**config.mk**
```make
export PLATFORM = sky130hd
export DESIGN_NAME = range_height_velocity_filter_core
export DESIGN_NICKNAME = d
export VERILOG_FILES = /design/src/rtl/rhvf_pkg.sv /design/src/rtl/rhvf_ctrl.sv /design/src/rtl/rhvf_datapath.sv /design/src/rtl/range_height_velocity_filter_core.sv
export SDC_FILE = /design/constraint.sdc
export NUM_CORES = 2
export LEC_CHECK = 0
export ABC_AREA = 1
export BUFFER_PORTS_ARGS = -buffer_cell sky130_fd_sc_hd__buf_4
export CORE_UTILIZATION = 55
export DETAILED_ROUTE_END_ITERATION = 6
export PLACE_DENSITY = 0.84
export SLEW_MARGIN = 20
export SYNTH_ARGS = -nofsm -noshare
export SYNTH_HDL_FRONTEND = slang
export SYNTH_SLANG_ARGS = --single-unit
```
**constraint.sdc**
```tcl
create_clock -name clk -period 16.3 [get_ports clk]
set_input_delay 1.63 -clock clk [delete_from_list [all_inputs] [get_ports clk]]
set_output_delay 1.63 -clock clk [all_outputs]
set_load 0.02 [all_outputs]
```
**src/rtl/rhvf_pkg.sv**
```systemverilog
// ----------------------------------------------------------------------------
// rhvf_pkg
// Shared types and constants of the rangefinder height and velocity filter.
// ----------------------------------------------------------------------------
package rhvf_pkg;

	localparam int FRACTION_BITS = 8;
	localparam int HEIGHT_W      = 24;
	localparam int VEL_W         = 21;
	localparam int DIV_STEPS     = 34;
	localparam logic [15:0] BAD_STRENGTH = 16'hFFFF;

	// Configuration register indexes.
	localparam logic [2:0] REG_MIN_DIST  = 3'd0;
	localparam logic [2:0] REG_MAX_DIST  = 3'd1;
	localparam logic [2:0] REG_MIN_STR   = 3'd2;
	localparam logic [2:0] REG_TIMEOUT   = 3'd3;
	localparam logic [2:0] REG_H_GAIN    = 3'd4;
	localparam logic [2:0] REG_V_GAIN    = 3'd5;
	localparam logic [2:0] REG_VEL_LIMIT = 3'd6;

	typedef enum logic [2:0] {
		ST_IDLE,
		ST_CHECK,
		ST_HEIGHT,
		ST_DIVIDE,
		ST_VELOCITY,
		ST_FINISH,
		ST_OUTPUT
	} rhvf_state_t;

	// Commands from the controller to the datapath.
	typedef struct packed {
		logic load;       // Capture the input word.
		logic check;      // Evaluate acceptance and update the counters.
		logic height;     // Seed or average the height.
		logic div_start;  // Set up the rate division.
		logic div_step;   // Dividend load, then one restoring division step.
		logic velocity;   // Clamp the rate and average it into the velocity.
		logic finish;     // Apply the timeout and form the result word.
	} rhvf_cmd_t;

	// Status from the datapath to the controller.
	typedef struct packed {
		logic accept;     // The frame passed the checks.
		logic seed;       // No accepted time yet: the frame seeds the height.
		logic rate_ok;    // The time gap allows a velocity update.
		logic div_done;   // Last division step taken.
	} rhvf_stat_t;

endpackage

```
**src/rtl/rhvf_ctrl.sv**
```systemverilog
// ----------------------------------------------------------------------------
// rhvf_ctrl
// Sequencer for one tick: check, height update, rate division, velocity update, finish, output.
// ----------------------------------------------------------------------------
module rhvf_ctrl import rhvf_pkg::*; (
	input  logic       clk,
	input  logic       arst_n,
	input  logic       in_valid,
	output logic       in_ready,
	output logic       out_valid,
	input  logic       out_ready,
	input  rhvf_stat_t stat,
	output rhvf_cmd_t  cmd
);

	rhvf_state_t state_q, state_nxt;

	always_ff @(posedge clk or negedge arst_n) begin
		if (!arst_n) state_q <= ST_IDLE;
		else state_q <= state_nxt;
	end

	always_comb begin
		state_nxt = state_q;
		case (state_q)
			ST_IDLE:     if (in_valid) state_nxt = ST_CHECK;
			ST_CHECK:    state_nxt = stat.accept ? ST_HEIGHT : ST_FINISH;
			ST_HEIGHT:   state_nxt = (!stat.seed && stat.rate_ok) ? ST_DIVIDE : ST_FINISH;
			ST_DIVIDE:   if (stat.div_done) state_nxt = ST_VELOCITY;
			ST_VELOCITY: state_nxt = ST_FINISH;
			ST_FINISH:   state_nxt = ST_OUTPUT;
			ST_OUTPUT:   if (out_ready) state_nxt = ST_IDLE;
			default:     state_nxt = ST_IDLE;
		endcase
	end

	always_comb begin
		cmd       = '0;
		in_ready  = 1'b0;
		out_valid = 1'b0;
		case (state_q)
			ST_IDLE: begin
				in_ready = 1'b1;
				cmd.load = in_valid;
			end
			ST_CHECK:    cmd.check = 1'b1;
			ST_HEIGHT: begin
				cmd.height    = 1'b1;
				cmd.div_start = 1'b1;
			end
			ST_DIVIDE:   cmd.div_step = 1'b1;
			ST_VELOCITY: cmd.velocity = 1'b1;
			ST_FINISH:   cmd.finish = 1'b1;
			ST_OUTPUT:   out_valid = 1'b1;
			default: ;
		endcase
	end

endmodule

```
**src/rtl/rhvf_datapath.sv**
```systemverilog
// ----------------------------------------------------------------------------
// rhvf_datapath
// Filter state, acceptance checks, averaging steps and a bit-serial divider.
// ----------------------------------------------------------------------------
module rhvf_datapath import rhvf_pkg::*; (
	input  logic                       clk,
	input  logic                       arst_n,
	input  rhvf_cmd_t                  cmd,
	output rhvf_stat_t                 stat,
	input  logic                       cfg_we,
	input  logic [2:0]                 cfg_index,
	input  logic [19:0]                cfg_data,
	input  logic                       new_frame,
	input  logic [15:0]                range_cm,
	input  logic [15:0]                signal_strength,
	input  logic [31:0]                frame_time_ms,
	input  logic [31:0]                now_ms,
	output logic                       valid_res,
	output logic [HEIGHT_W-1:0]        height,
	output logic signed [VEL_W-1:0]    velocity,
	output logic [31:0]                last_frame_time_ms,
	output logic [31:0]                age_ms,
	output logic [31:0]                rejected_count,
	output logic [31:0]                weak_count,
	output logic [15:0]                last_range_cm,
	output logic [15:0]                last_strength
);

	// Configuration.
	logic [15:0] min_dist_q, max_dist_q, min_str_q, timeout_q;
	logic [8:0]  h_gain_q, v_gain_q;
	logic [19:0] vel_limit_q;

	always_ff @(posedge clk or negedge arst_n) begin
		if (!arst_n) begin
			min_dist_q  <= 16'd2;
			max_dist_q  <= 16'd1200;
			min_str_q   <= 16'd80;
			timeout_q   <= 16'd100;
			h_gain_q    <= 9'd90;
			v_gain_q    <= 9'd51;
			vel_limit_q <= 20'd128000;
		end else if (cfg_we) begin
			case (cfg_index)
				REG_MIN_DIST:  min_dist_q  <= cfg_data[15:0];
				REG_MAX_DIST:  max_dist_q  <= cfg_data[15:0];
				REG_MIN_STR:   min_str_q   <= cfg_data[15:0];
				REG_TIMEOUT:   timeout_q   <= cfg_data[15:0];
				REG_H_GAIN:    h_gain_q    <= cfg_data[8:0];
				REG_V_GAIN:    v_gain_q    <= cfg_data[8:0];
				REG_VEL_LIMIT: vel_limit_q <= cfg_data;
				default: ;
			endcase
		end
	end

	// Captured input word.
	logic        frame_q;
	logic [15:0] dist_q, str_q;
	logic [31:0] ftime_q, now_q;

	always_ff @(posedge clk) begin
		if (cmd.load) begin
			frame_q <= new_frame;
			dist_q  <= range_cm;
			str_q   <= signal_strength;
			ftime_q <= frame_time_ms;
			now_q   <= now_ms;
		end
	end

	// Filter state.
	logic [HEIGHT_W-1:0]     height_q, prior_q;
	logic signed [VEL_W-1:0] vel_q;
	logic [31:0]             acc_time_q, seen_time_q, rej_q, weak_q;
	logic                    valid_q, seed_q;
	logic [15:0]             seen_dist_q, seen_str_q;

	logic dist_ok, str_ok;
	assign dist_ok = (dist_q >= min_dist_q) && (dist_q <= max_dist_q);
	assign str_ok  = (str_q >= min_str_q) && (str_q != BAD_STRENGTH);

	logic [31:0] dt;
	assign dt = ftime_q - acc_time_q;

	// Seed value, saturated to the height width.
	logic [16+FRACTION_BITS-1:0] raw_full;
	logic [HEIGHT_W-1:0]         raw_h;
	assign raw_full = {dist_q, {FRACTION_BITS{1'b0}}};
	always_comb begin
		if (16 + FRACTION_BITS > HEIGHT_W && (raw_full >> HEIGHT_W) != '0)
			raw_h = '1;
		else
			raw_h = HEIGHT_W'(raw_full);
	end

	// Height average: x + floor((g*(t-x)+128)/256); arithmetic shift is floor.
	logic [8:0]         h_gain_c, v_gain_c;
	logic signed [25:0] h_diff;
	logic signed [35:0] h_prod;
	logic signed [27:0] h_step;
	logic [HEIGHT_W-1:0] h_new;
	assign h_gain_c = (h_gain_q > 9'd256) ? 9'd256 : h_gain_q;
	assign v_gain_c = (v_gain_q > 9'd256) ? 9'd256 : v_gain_q;
	assign h_diff = $signed({2'b00, raw_h}) - $signed({2'b00, height_q});
	assign h_prod = h_diff * $signed({1'b0, h_gain_c}) + 36'sd128;
	assign h_step = 28'(h_prod >>> 8);
	assign h_new  = HEIGHT_W'($signed({4'b0000, height_q}) + h_step);

	// Divider: |(height - prior) * 1000| / dt, one quotient bit per step.
	// The first step cycle loads the dividend from the updated height.
	logic [HEIGHT_W-1:0] prior_prev_q;
	logic [33:0]         dividend_q, quot_q;
	logic [31:0]         div_rem_q, dt_q;
	logic                neg_q, div_load_q;
	logic [5:0]          div_cnt_q;
	logic signed [24:0]  rate_delta;
	logic [24:0]         rd_mag;
	logic [33:0]         prod_mag;
	logic [32:0]         rem_shift;

	assign rate_delta = $signed({1'b0, height_q}) - $signed({1'b0, prior_prev_q});
	assign rd_mag     = rate_delta[24] ? 25'(-rate_delta) : 25'(rate_delta);
	assign prod_mag   = 34'(rd_mag) * 34'd1000;
	assign rem_shift  = {div_rem_q, dividend_q[33]};

	always_ff @(posedge clk) begin
		if (cmd.div_start) begin
			dt_q         <= dt;
			prior_prev_q <= prior_q;
			div_load_q   <= 1'b1;
			div_cnt_q    <= '0;
		end else if (cmd.div_step) begin
			if (div_load_q) begin
				dividend_q <= prod_mag;
				neg_q      <= rate_delta[24];
				quot_q     <= '0;
				div_rem_q  <= '0;
				div_load_q <= 1'b0;
			end else begin
				dividend_q <= {dividend_q[32:0], 1'b0};
				div_cnt_q  <= div_cnt_q + 6'd1;
				if (rem_shift >= {1'b0, dt_q}) begin
					div_rem_q <= 32'(rem_shift - {1'b0, dt_q});
					quot_q    <= {quot_q[32:0], 1'b1};
				end else begin
					div_rem_q <= rem_shift[31:0];
					quot_q    <= {quot_q[32:0], 1'b0};
				end
			end
		end
	end

	assign stat.div_done = cmd.div_step && !div_load_q &&
		(div_cnt_q == 6'(DIV_STEPS - 1));

	// Rate clamp and velocity average.
	logic signed [32:0] rate_s, lim_s, quot_s;
	assign lim_s  = $signed({13'd0, vel_limit_q});
	assign quot_s = $signed({13'd0, quot_q[19:0]});
	always_comb begin
		if (quot_q > {14'd0, vel_limit_q})
			rate_s = neg_q ? -lim_s : lim_s;
		else
			rate_s = neg_q ? -quot_s : quot_s;
	end
	logic signed [33:0] v_diff;
	logic signed [43:0] v_prod;
	logic signed [VEL_W-1:0] v_new;
	assign v_diff = 34'(rate_s) - 34'(vel_q);
	assign v_prod = 44'(v_diff) * $signed({1'b0, v_gain_c}) + 44'sd128;
	assign v_new  = VEL_W'(vel_q + 21'(v_prod >>> 8));

	logic [31:0] age_c;
	assign age_c = now_q - acc_time_q;

	always_ff @(posedge clk or negedge arst_n) begin
		if (!arst_n) begin
			height_q    <= '0;
			prior_q     <= '0;
			vel_q       <= '0;
			acc_time_q  <= '0;
			seen_time_q <= '0;
			valid_q     <= 1'b0;
			rej_q       <= '0;
			weak_q      <= '0;
			seen_dist_q <= '0;
			seen_str_q  <= '0;
			seed_q      <= 1'b0;
		end else begin
			if (cmd.check) begin
				seed_q <= (acc_time_q == '0);
				if (frame_q) begin
					seen_dist_q <= dist_q;
					seen_str_q  <= str_q;
					seen_time_q <= ftime_q;
					if (!(dist_ok && str_ok)) begin
						rej_q <= rej_q + 32'd1;
						if (!str_ok) weak_q <= weak_q + 32'd1;
					end
				end
			end
			if (cmd.height) begin
				if (seed_q) begin
					height_q <= raw_h;
					prior_q  <= raw_h;
					vel_q    <= '0;
				end else begin
					height_q <= h_new;
					prior_q  <= h_new;
				end
				acc_time_q <= ftime_q;
				valid_q    <= 1'b1;
			end
			if (cmd.velocity) vel_q <= v_new;
			if (cmd.finish) begin
				if (acc_time_q == '0 || age_c > {16'd0, timeout_q}) begin
					valid_q <= 1'b0;
					vel_q   <= '0;
				end
			end
		end
	end

	assign stat.accept  = frame_q && dist_ok && str_ok;
	assign stat.seed    = seed_q;
	assign stat.rate_ok = (dt >= 32'd2) && (dt <= {16'd0, timeout_q});

	assign valid_res          = valid_q;
	assign height             = height_q;
	assign velocity           = vel_q;
	assign last_frame_time_ms = seen_time_q;
	assign age_ms             = (seen_time_q != '0) ? (now_q - seen_time_q) : '1;
	assign rejected_count     = rej_q;
	assign weak_count         = weak_q;
	assign last_range_cm      = seen_dist_q;
	assign last_strength      = seen_str_q;

endmodule

```
**src/rtl/range_height_velocity_filter_core.sv**
```systemverilog
// ----------------------------------------------------------------------------
// range_height_velocity_filter_core
// Rangefinder height and vertical velocity filter, top level.
// ----------------------------------------------------------------------------
// One word per service tick in, one result word out. A tick whose frame is
// absent or rejected goes from the check straight to the finish step; an
// accepted frame also updates the height, and one that updates the velocity
// also runs the bit-serial rate divider: a dividend load, then DIV_STEPS
// restoring steps of one quotient bit each. A result is held until it is
// taken, and a new word is taken only once the previous result has been
// delivered.
module range_height_velocity_filter_core import rhvf_pkg::*; (
	input  logic                    clk,
	input  logic                    arst_n,
	input  logic                    cfg_we,
	input  logic [2:0]              cfg_index,
	input  logic [19:0]             cfg_data,
	input  logic                    in_valid,
	output logic                    in_ready,
	input  logic                    new_frame,
	input  logic [15:0]             range_cm,
	input  logic [15:0]             signal_strength,
	input  logic [31:0]             frame_time_ms,
	input  logic [31:0]             now_ms,
	output logic                    out_valid,
	input  logic                    out_ready,
	output logic                    valid_res,
	output logic [HEIGHT_W-1:0]     height,
	output logic signed [VEL_W-1:0] velocity,
	output logic [31:0]             last_frame_time_ms,
	output logic [31:0]             age_ms,
	output logic [31:0]             rejected_count,
	output logic [31:0]             weak_count,
	output logic [15:0]             last_range_cm,
	output logic [15:0]             last_strength
);

	rhvf_cmd_t  cmd;
	rhvf_stat_t stat;

	rhvf_ctrl u_ctrl (
		.clk(clk), .arst_n(arst_n),
		.in_valid(in_valid), .in_ready(in_ready),
		.out_valid(out_valid), .out_ready(out_ready),
		.stat(stat), .cmd(cmd)
	);

	rhvf_datapath u_dp (
		.clk(clk), .arst_n(arst_n), .cmd(cmd), .stat(stat),
		.cfg_we(cfg_we), .cfg_index(cfg_index), .cfg_data(cfg_data),
		.new_frame(new_frame), .range_cm(range_cm),
		.signal_strength(signal_strength), .frame_time_ms(frame_time_ms),
		.now_ms(now_ms), .valid_res(valid_res), .height(height),
		.velocity(velocity), .last_frame_time_ms(last_frame_time_ms),
		.age_ms(age_ms), .rejected_count(rejected_count),
		.weak_count(weak_count), .last_range_cm(last_range_cm),
		.last_strength(last_strength)
	);

endmodule

```
==> impl_metrics.csv <==
group,metric,value,unit
worst_hold_path,holdCritStartpoint,"u_dp.last_range_cm[5]$_DFFE_PN0P_",
worst_hold_path,whs_path_depth,2,
placed_design,place_congestion,1.03,
worst_setup_path,worst-r2r-cell-count,52,
final_layout,syn_to_final_growth,10.4,%
final_layout,drive_gt1_share,8.12,%
worst_setup_path,cp.required,16.86,ns
global_routing,grt_pass1_vias,50800,
sta,fmax,89.0,MHz
route,wl_per_cell,19.2,µm
logic_synthesis,synth_nets,8369,
final_layout,nets,8663,
worst_setup_path,worst_path_max_delay_cell,"inv_1",
clocking,post_cts_resized,0,
final_layout,diodes,0,
logic_synthesis,synth_cell_types,70,
placed_design,hpwl,138000,µm
floorplan,start_util,55.6,%
route,drtPass1Iterations,7,
worst_hold_path,holdPathEnd,"u_dp.last_range_cm[5]$_DFFE_PN0P_",
worst_setup_path,critPathMaxStageDelay,0.58,ns
sta,rsz0062_at_grt,"no",
worst_setup_path,arrival,11.80,ns
sta,finalHoldViolations,0,
sta,slew_headroom,25.8,%
clocking,htree_num_levels,2,
worst_setup_path,worstPathMaxFanout,24,
worst_setup_path,r2r-start,"u_dp.vel_limit_q[12]$_DFFE_PN1P_",
sta,setup_violations,0,
final_layout,seqCellArea,15500,µm²
sta,worst_pin_slew,1.11,ns
job,drv_cap,0,
final_layout,multiInputGateArea,36800,µm²
sta,post-route-min-period,11.24,ns
clocking,path_clk_slew,0.07,ns
floorplan,num_rows,118,
sta,finalMaxSlewViolations,0,
placed_design,port_buffers,332,
worst_setup_path,crit_path_start_kind,"register",
global_routing,antenna_found_initial,4,
clocking,postCtsSetupBuffers,0,
logic_synthesis,synth_edf_count,251,
worst_hold_path,hp-class,"reg2reg",
final_layout,final_cell_mix,"1542 x nand2_1, 1270 x inv_1, 627 x nor2_1",
sta,finalSetupTns,0,ns
clocking,numCtsBuffers,59,
clocking,worstSkewPairLatency,0.66,ns
global_routing,overflow,0,
logic_synthesis,avgSynthCellArea,7.97,µm²
floorplan,fp.dieH,326,µm
worst_setup_path,crit_type,"reg2reg",
clocking,ctsHoldBuffers,0,
route,drt_iter0_drc,4245,
clocking,cts_sinks,570,
logic_synthesis,synthesis.area,57600,µm²
run_status,outcome,"finished with violations",
logic_synthesis,yosys_warnings,0,
worst_setup_path,reg2reg_to,"u_dp.velocity[18]$_DFF_PN0_",
floorplan,ioPinCount,333,
sta,clock_skew,0.0356,ns
global_routing,grt_max_degree,151,
worst_setup_path,crit_path_frequent_cell,"nand2_1",
floorplan,fp.dieW,326,µm
worst_setup_path,regToRegSetupSlack,5.06,ns
worst_setup_path,worstSetupStartpoint,"u_dp.vel_limit_q[12]$_DFFE_PN1P_",
logic_synthesis,yosysSeqAreaShare,26.9,%
final_layout,final_common_cell,"nand2_1",
sta,finalCritPeriodShare,69.0,%
clocking,cts-root-buf,"clkbuf_16",
route,drc,1,
worst_setup_path,critical_path.endpoint_type,"register",
run_status,violations,"DRC",
logic_synthesis,synth_ff_type,"dfrtp_1",
global_routing,grt_pass1_wl,274000,µm
route,avgViaCountPerCell,5.68,
logic_synthesis,synth-seq-cells,570,
final_layout,fillers,8985,
logic_synthesis,syn_inst,7232,
global_routing,grt_usage,32.5,%
logic_synthesis,synthArstFlopShare,54.7,%
clocking,clock_path_buffers,3,
clocking,cts_tree,"done",
floorplan,core,104000,µm²
floorplan,die_area,106000,µm²
route,vias,50800,
route,ant_nets,0,
route,wirelength,172000,µm
## synth_stat cells, types with 26 or more instances
master	number	area share (%)
o221ai_1	26	0.40
nor3_1	103	0.89
nor4_1	47	0.51
nand3_1	228	2.0
ha_1	585	13
a21oi_1	441	3.8
o21ai_0	442	3.8
edfxtp_1	251	13
nor2_1	631	4.1
a21o_1	32	0.42
or2_2	46	0.50
xor2_1	223	3.4
xnor2_1	104	1.6
inv_1	1271	8.3
a31oi_1	29	0.31
dfrtp_1	288	13
clkbuf_1	115	0.75
fa_1	427	15
nand2_1	1542	10
nand4_1	85	0.92
o21ai_1	32	0.28
## sequential cells by signal, indices dropped and copies added, names as in the netlist, 24 cells and up
register and flops:
u_dp.quot_q 34, u_dp.ftime_q 32, u_dp.last_frame_time_ms 32, u_dp.acc_time_q 32, u_dp.now_q 32, u_dp.dt_q 32, u_dp.prior_prev_q 24, u_dp.weak_count 32
u_dp.rejected_count 32, u_dp.prior_q 24, u_dp.div_rem_q 32, u_dp.dividend_q 31
## cell families (layout without fill, tap and decap cells)
group / count (synthesis) / count (layout) / share of synthesized area [%]
compound gates: 1153 / 1153 / 11.2
xor+xnor: 336 / 336 / 5.24
fa+ha+maj: 1012 / 1012 / 27.5
buf+inv: 1410 / 1755 / 9.21
flops: 570 / 570 / 26.9
mux: 2 / 2 / 0.0347
simple gates: 2749 / 2749 / 19.9
## stage by stage
step | instance area [µm²] | setup WS (ns) | utilization (%) | instances | hold WS, ns
floorplan | 57600 | 6.89 | - | 7232 | 0.453
detailed placement | 61600 | 5.27 | 59.5 | 8845 | 0.464
finish | 63600 | 5.06 | 61.4 | 8957 | 0.478
global route | 63600 | 4.16 | 61.4 | 8957 | 0.504
global placement | 61600 | 5.49 | 59.5 | 8845 | 0.457
CTS | 63600 | 5.24 | 61.4 | 8957 | 0.479
## final cells by class
| type | instances | share of cell area, % |
|---|---|---|
| Clock buffer | 73 | 2.60 |
| Clock inverter | 39 | 0.562 |
| Inverter | 1280 | 7.55 |
| Multi-Input combinational cell | 5252 | 57.9 |
| Sequential cell | 570 | 24.4 |
| Tap cell | 1380 | 2.71 |
| Timing Repair Buffer | 363 | 4.31 |
## worst max-delay path by stage
stage                     slack [ns]                           to
after floorplan                 6.89  u_dp.velocity[20]$_DFF_PN0_
after global placement          5.49  u_dp.velocity[18]$_DFF_PN0_
after detailed placement        5.27  u_dp.velocity[18]$_DFF_PN0_
after CTS                       5.24  u_dp.velocity[18]$_DFF_PN0_
after global routing            4.16  u_dp.velocity[18]$_DFF_PN0_
final                           5.06  u_dp.velocity[18]$_DFF_PN0_
## layer usage
layer / global-route usage (%) / part of all wire, % / wire length, µm
met5: 0 / 0.0076 / 13
met4: 13.9 / 4.8 / 8210
met3: 4.67 / 7.5 / 13000
met2: 53.1 / 46 / 79500
met1: 43.0 / 41 / 71300
## worst max-delay path: cells and delay by family (launching register included)
| kind | cells | cell delay [ns] |
|---|---|---|
| flops | 1 | 0.57 |
| xor+xnor | 2 | 0.78 |
| buf+inv | 8 | 1.01 |
| compound gates | 11 | 2.17 |
| fa+ha+maj | 9 | 4.01 |
| simple gates | 22 | 2.57 |
Power is not shown: default switching activity piles up to over one toggle a cycle in this logic, so the estimate is an artifact.
